File: src/sv/index_ring_node_allocator_assert.svh
// ----------------------------------------------------------------------------
// index ring node allocator assertion macros
// shorthand for clocked assertions on clk, disabled while rst_n is low
// ----------------------------------------------------------------------------
`ifndef INDEX_RING_NODE_ALLOCATOR_ASSERT_SVH
`define INDEX_RING_NODE_ALLOCATOR_ASSERT_SVH

// antecedent implies consequent in the same cycle
`define IRNA_ASSERT_IMP(label, ante, cons, msg) \
    label: assert property (@(posedge clk) disable iff (!rst_n) (ante) |-> (cons)) \
        else $error(msg);

// antecedent implies consequent in the next cycle
`define IRNA_ASSERT_NXT(label, ante, cons, msg) \
    label: assert property (@(posedge clk) disable iff (!rst_n) (ante) |=> (cons)) \
        else $error(msg);

// expression holds at every edge out of reset
`define IRNA_ASSERT_ALWAYS(label, expr, msg) \
    label: assert property (@(posedge clk) disable iff (!rst_n) (expr)) \
        else $error(msg);

`endif

File: src/sv/irna_pkg.sv
// ----------------------------------------------------------------------------
// irna_pkg
// shared widths, operation codes and controller/datapath interface structs
// ----------------------------------------------------------------------------
package irna_pkg;

    localparam int IDX_W  = 10;
    localparam int TAG_W  = 32;
    // wide enough to hold any node count in range
    localparam int WIDE_W = 17;

    localparam logic [1:0] OP_ALLOC   = 2'd0;
    localparam logic [1:0] OP_LINK    = 2'd1;
    localparam logic [1:0] OP_UNLINK  = 2'd2;
    localparam logic [1:0] OP_RELEASE = 2'd3;

    // result status codes
    localparam logic ST_DONE = 1'b0;
    localparam logic ST_FULL = 1'b1;

    typedef struct packed {
        logic clr_step;
        logic latch_in;
        logic scan_start;
        logic scan_step;
        logic alloc_write;
        logic alloc_full;
        logic link_w1;
        logic link_w2;
        logic unl_w1;
        logic unl_w2;
        logic rel_write;
        logic load_out;
    } cmd_t;

    typedef struct packed {
        logic [1:0] op;
        logic       node_ok;
        logic       pair_ok;
        logic       free_hit;
        logic       scan_last;
        logic       clear_last;
    } stat_t;

endpackage

File: src/sv/irna_ctrl.sv
// ----------------------------------------------------------------------------
// irna_ctrl
// operation sequencer: clearing pass, dispatch, scan, link steps, result beat
// ----------------------------------------------------------------------------
`include "index_ring_node_allocator_assert.svh"

module irna_ctrl (
    input  logic            clk,
    input  logic            rst_n,
    input  logic            in_valid,
    output logic            in_stall,
    output logic            out_valid,
    input  logic            out_stall,
    input  irna_pkg::stat_t stat,
    output irna_pkg::cmd_t  cmd
);

    localparam logic [3:0] S_CLEAR    = 4'd0;
    localparam logic [3:0] S_IDLE     = 4'd1;
    localparam logic [3:0] S_DISPATCH = 4'd2;
    localparam logic [3:0] S_SCAN     = 4'd3;
    localparam logic [3:0] S_LINK1    = 4'd4;
    localparam logic [3:0] S_LINK2    = 4'd5;
    localparam logic [3:0] S_UNL1     = 4'd6;
    localparam logic [3:0] S_UNL2     = 4'd7;
    localparam logic [3:0] S_DONE     = 4'd8;

    logic [3:0] state_reg;
    logic [3:0] state_next;
    logic       out_valid_reg;
    logic       out_valid_next;

    always_comb
    begin
        state_next = state_reg;
        cmd        = '0;
        unique case (state_reg)
            S_CLEAR:
            begin
                cmd.clr_step = 1'b1;
                if (stat.clear_last)
                begin
                    state_next = S_IDLE;
                end
            end
            S_IDLE:
            begin
                if (in_valid)
                begin
                    cmd.latch_in = 1'b1;
                    state_next   = S_DISPATCH;
                end
            end
            S_DISPATCH:
            begin
                unique case (stat.op)
                    irna_pkg::OP_ALLOC:
                    begin
                        cmd.scan_start = 1'b1;
                        state_next     = S_SCAN;
                    end
                    irna_pkg::OP_LINK:
                    begin
                        state_next = stat.pair_ok ? S_LINK1 : S_DONE;
                    end
                    irna_pkg::OP_UNLINK:
                    begin
                        state_next = stat.node_ok ? S_UNL1 : S_DONE;
                    end
                    default:
                    begin
                        cmd.rel_write = stat.node_ok;
                        state_next    = S_DONE;
                    end
                endcase
            end
            S_SCAN:
            begin
                priority if (stat.free_hit)
                begin
                    cmd.alloc_write = 1'b1;
                    state_next      = S_DONE;
                end
                else if (stat.scan_last)
                begin
                    cmd.alloc_full = 1'b1;
                    state_next     = S_DONE;
                end
                else
                begin
                    cmd.scan_step = 1'b1;
                end
            end
            S_LINK1:
            begin
                cmd.link_w1 = 1'b1;
                state_next  = S_LINK2;
            end
            S_LINK2:
            begin
                cmd.link_w2 = 1'b1;
                state_next  = S_DONE;
            end
            S_UNL1:
            begin
                cmd.unl_w1 = 1'b1;
                state_next = S_UNL2;
            end
            S_UNL2:
            begin
                cmd.unl_w2 = 1'b1;
                state_next = S_DONE;
            end
            S_DONE:
            begin
                // the output register frees up when empty or when its beat is taken
                if (!out_valid_reg || !out_stall)
                begin
                    cmd.load_out = 1'b1;
                    state_next   = S_IDLE;
                end
            end
            default:
            begin
                state_next = S_CLEAR;
            end
        endcase
    end

    always_comb
    begin
        out_valid_next = out_valid_reg;
        if (cmd.load_out)
        begin
            out_valid_next = 1'b1;
        end
        else if (out_valid_reg && !out_stall)
        begin
            out_valid_next = 1'b0;
        end
    end

    always_ff @(posedge clk or negedge rst_n)
    begin
        if (!rst_n)
        begin
            state_reg     <= S_CLEAR;
            out_valid_reg <= 1'b0;
        end
        else
        begin
            state_reg     <= state_next;
            out_valid_reg <= out_valid_next;
        end
    end

    assign in_stall  = (state_reg != S_IDLE);
    assign out_valid = out_valid_reg;

    `IRNA_ASSERT_NXT(a_accept_dispatch, in_valid && !in_stall, state_reg == S_DISPATCH, "accepted beat did not reach dispatch")
    `IRNA_ASSERT_IMP(a_result_from_done, $rose(out_valid_reg), $past(state_reg) == S_DONE, "result beat raised outside done")
    `IRNA_ASSERT_IMP(a_clear_complete, $past(state_reg) == S_CLEAR && state_reg != S_CLEAR, $past(stat.clear_last), "clearing pass ended early")

endmodule

File: config.mk
export PLATFORM = sky130hd
export DESIGN_NAME = irna_ctrl
export DESIGN_NICKNAME = d
export VERILOG_FILES = /design/src/sv/irna_pkg.sv /design/src/sv/irna_ctrl.sv
export VERILOG_INCLUDE_DIRS = /design/src /design/src/sv
export SDC_FILE = /design/constraint.sdc
export NUM_CORES = 1
export LEC_CHECK = 0
export BUFFER_PORTS_ARGS = -buffer_cell sky130_fd_sc_hd__buf_2
export CORE_AREA = 2 2 39 41
export CTS_BUF_LIST = sky130_fd_sc_hd__clkbuf_2 sky130_fd_sc_hd__clkbuf_4 sky130_fd_sc_hd__clkbuf_8
export DETAILED_ROUTE_END_ITERATION = 6
export DIE_AREA = 0 0 41 43
export PLACE_DENSITY_LB_ADDON = 0.1
export SLEW_MARGIN = 5
export SYNTH_ARGS = -nofsm -noshare
export SYNTH_HDL_FRONTEND = slang
export SYNTH_SLANG_ARGS = --single-unit
File: constraint.sdc
create_clock -name clk -period 2.12 [get_ports clk]
set_clock_uncertainty 0.05 [all_clocks]
set_input_delay 0.636 -clock clk [delete_from_list [all_inputs] [get_ports clk]]
set_output_delay 0.636 -clock clk [all_outputs]
set_load 0.05 [all_outputs]
==> impl_metrics.env <==
export IMPL_post_route_min_period_ns=2.189
export IMPL_largest_reg_flops=4
export IMPL_crit_required_ns=1.43
export IMPL_grt_setup_unrepaired="true"
export IMPL_io_pins=25
export IMPL_path_cells="or4b_4, a21oi_2, buf_6"
export IMPL_status="finished, violations left"
export IMPL_clk_path_buf_depth=2
export IMPL_worst_pin_slew_ns=0.3993
export IMPL_areaGrowthSynthToFinish_pct=66.85
export IMPL_sw_frac_of_total_pct=51.33
export IMPL_cell_internal_pwr_w=0.0005043
export IMPL_min_path_type="in2async"
export IMPL_hold_slack_ns=0.1527
export IMPL_grt_usage_pct=15.20
export IMPL_synth_edff_count=0
export IMPL_start_util_pct=33.27
export IMPL_period_share_pct=103.2
export IMPL_grt_pass1_wl_mm=1.842
export IMPL_avgViaCountPerCell=4.897
export IMPL_startpoint_type="flip-flop"
export IMPL_power_frac_seq_pct=18.1
export IMPL_power_density_mw_per_mm2=1349
export IMPL_cp_slowest_cell="or4b_4"
export IMPL_fmax_mhz=456.9
export IMPL_pre_cts_ws_ns=-0.04201
export IMPL_fin_area_um2=768.2
export IMPL_h_tree_depth=1
export IMPL_place_area_um2=653.1
export IMPL_final_max_slew_viol_count=0
export IMPL_p_leak_nw=0.3624
export IMPL_synth_top_area_cell="dfrtp_1"
export IMPL_ys_warn_count=0
export IMPL_finalSetupTns_ns=-0.06873
export IMPL_dp_hpwl_um=892.8
export IMPL_die_x_um=41
export IMPL_cts_hold_buf=0
export IMPL_antenna_cells=0
export IMPL_syn_num_nets=71
export IMPL_worstPathBufferInverterCount=1
export IMPL_power_w=0.001036
export IMPL_max_cap_viol_count=0
export IMPL_violations="setup timing"
export IMPL_antenna_found_initial=0
export IMPL_drive_above_1_share_pct=58.24
export IMPL_hold_violations=0
export IMPL_core_area_mm2=0.001384
export IMPL_slew_headroom_pct=73.13
export IMPL_crit_path_max_incr_delay_ns=0.53
export IMPL_critPathTopFamily="simple AND/OR/NAND/NOR gates"
export IMPL_ys_flop_type="dfrtp_1"
export IMPL_vias=524
export IMPL_clockRootBuffer="clkbuf_4"
export IMPL_first_pass_iters=4
export IMPL_end_kind="output pin"
export IMPL_dieArea_mm2=0.001763
export IMPL_avgSynthCellArea_um2=7.674
export IMPL_numCtsBuffers=3
export IMPL_clk_pin_slew_ns=0.04
export IMPL_syn_area_um2=460.4
export IMPL_drt_iter0_drc=9
export IMPL_grt_max_degree=11
export IMPL_async_reset_ff_share_pct=100.0
export IMPL_grt_ovfl_total=0
export IMPL_drc=0
export IMPL_finalNetCount=103
export IMPL_power_share_clock_pct=11.3
export IMPL_avgRoutedWirePerCell_um=11.26
export IMPL_cts_tree="built"
export IMPL_max_vdd_ir_drop_mv=0.7598
export IMPL_cts_sinks=5
export IMPL_ys_ff_latch=5
export IMPL_met3_usage_pct=3.141
export IMPL_ant_nets=0
export IMPL_portBuffers=24
export IMPL_netlist_area_leader_share_pct=27.17
export IMPL_num_rows=14
export IMPL_synth_area_top_cells="dfrtp_1 27%, nand2_1 5.7%, nor2_1 5.7%, nand2b_1 5.4%, a21oi_1 4.3%"
export IMPL_synthDistinctLibCells=31
export IMPL_comb_power_share_pct=70.5
export IMPL_grt_busiest_layer="met2"
export IMPL_first_global_vias=465
export IMPL_met1_usage_pct=20.20
export IMPL_synth_seq_area_share_pct=27.17
export IMPL_crit_arrival_ns=1.50
export IMPL_finalSetupViolCount=1
export IMPL_fin_ws_ns=-0.06873
export IMPL_met2_usage_pct=22.19
export IMPL_wirelength_mm=1.205
export IMPL_critical_path_class="reg2out"
export IMPL_synth_cells=60
export IMPL_cp_max_fo=4
export IMPL_gp_congestion=0.7455
export IMPL_power_switching_w=0.0005319
export IMPL_die_h_um=43
export IMPL_clk_latency_ns=0.23
export IMPL_nFillCells=131
## routing by layer
metal,part of all wire [%],up-vias,wire [um]
met5,0,-,0
met1,42,236,502
li1,-,272,-
met4,1.2,0,14
met2,51,14,619
met3,5.6,2,67
## Yosys cell counts (2+ instances only)
cell type	number
nor2_1	7
dfrtp_1	5
nor4_1	3
nand2_1	7
nand2b_1	4
inv_1	4
a21oi_1	4
nor3_1	2
buf_4	2
## stage by stage
| stage | util, % | instances |
|---|---|---|
| global placement | 47.20 | 102 |
| finish | 55.52 | 107 |
| CTS | 51.72 | 106 |
| global route | 55.52 | 107 |
| detailed placement | 47.20 | 102 |
| floorplan | - | 60 |
## area by class of cell
class                           instances  area [um^2]  share of cell area, %
Inverter                                4        15.01                  1.954
Sequential cell                         5        127.6                  16.61
Timing Repair Buffer                   32        227.7                  29.64
Multi-Input combinational cell         46        347.8                  45.28
Clock buffer                            4        30.03                  3.909
Tap cell                               16        20.02                  2.606
## power groups by stage
stage	Combinational (W)	Sequential [W]	Clock, W
after floorplan	0.000514	0.000185	0
after global placement	0.000666	0.000173	0
after detailed placement	0.000667	0.000171	0
after CTS	0.000692	0.000171	0.000124
after global routing	0.000791	0.000194	0.000124
final	0.000731	0.000188	0.000118
## cells by family (layout without fill, tap and decap cells)
kind of cell | Yosys count | count (layout) | share of synthesized area, %
compound gates | 11 | 11 | 16.85
buf+inv | 9 | 40 | 10.59
flops | 5 | 5 | 27.17
mux | 2 | 2 | 4.891
simple gates | 33 | 33 | 40.49
## worst paths after layout
check / depth (start not counted) / startpoint / slack (ns) / to
worst max register to register: 5 / state_reg[0]$_DFFE_PN0P_ / 0.11 / state_reg[0]$_DFFE_PN0P_
max in group asynchronous: 1 / rst_n / 1.73 / state_reg[1]$_DFFE_PN0P_
min in group clk: 2 / out_valid$_DFFE_PN0P_ / 0.47 / out_valid$_DFFE_PN0P_
worst min register to register: 2 / out_valid$_DFFE_PN0P_ / 0.47 / out_valid$_DFFE_PN0P_
worst max-delay path: 3 / state_reg[0]$_DFFE_PN0P_ / -0.07 / cmd[0]
worst min-delay path: 1 / rst_n / 0.15 / state_reg[3]$_DFFE_PN0P_
## timing repair
item,CTS,global route
hold endpoints to repair,0,0
pin swaps,3,3
gates resized for setup,11,17
endpoints found under the setup margin,5,11
setup buffers,0,1
## layout by cell type, fill, tap and decap left out
master	n
inv_1	3
or2_0	1
a21oi_2	1
nor2_2	3
nor4b_2	1
o21ba_2	1
a21oi_1	3
or3_4	1
a2bb2oi_1	1
buf_8	1
nor4_1	1
nor3_2	1
nor3b_2	1
or4b_4	1
dfrtp_1	3
clkbuf_4	5
nor3_1	1
o22ai_1	1
buf_4	12
nand4bb_4	1
o21bai_1	1
o22a_1	1
nor2_1	4
buf_6	4
o31ai_1	1
buf_2	14
nand3_1	1
mux2_2	1
nor4_2	2
o41ai_1	1
dfrtp_2	2
mux2_1	1
nand2_1	7
nand2b_1	4
inv_2	1
nor2b_1	1
and3_1	1
or3b_1	1
No activity file was read; power rests on OpenSTA's default activity.
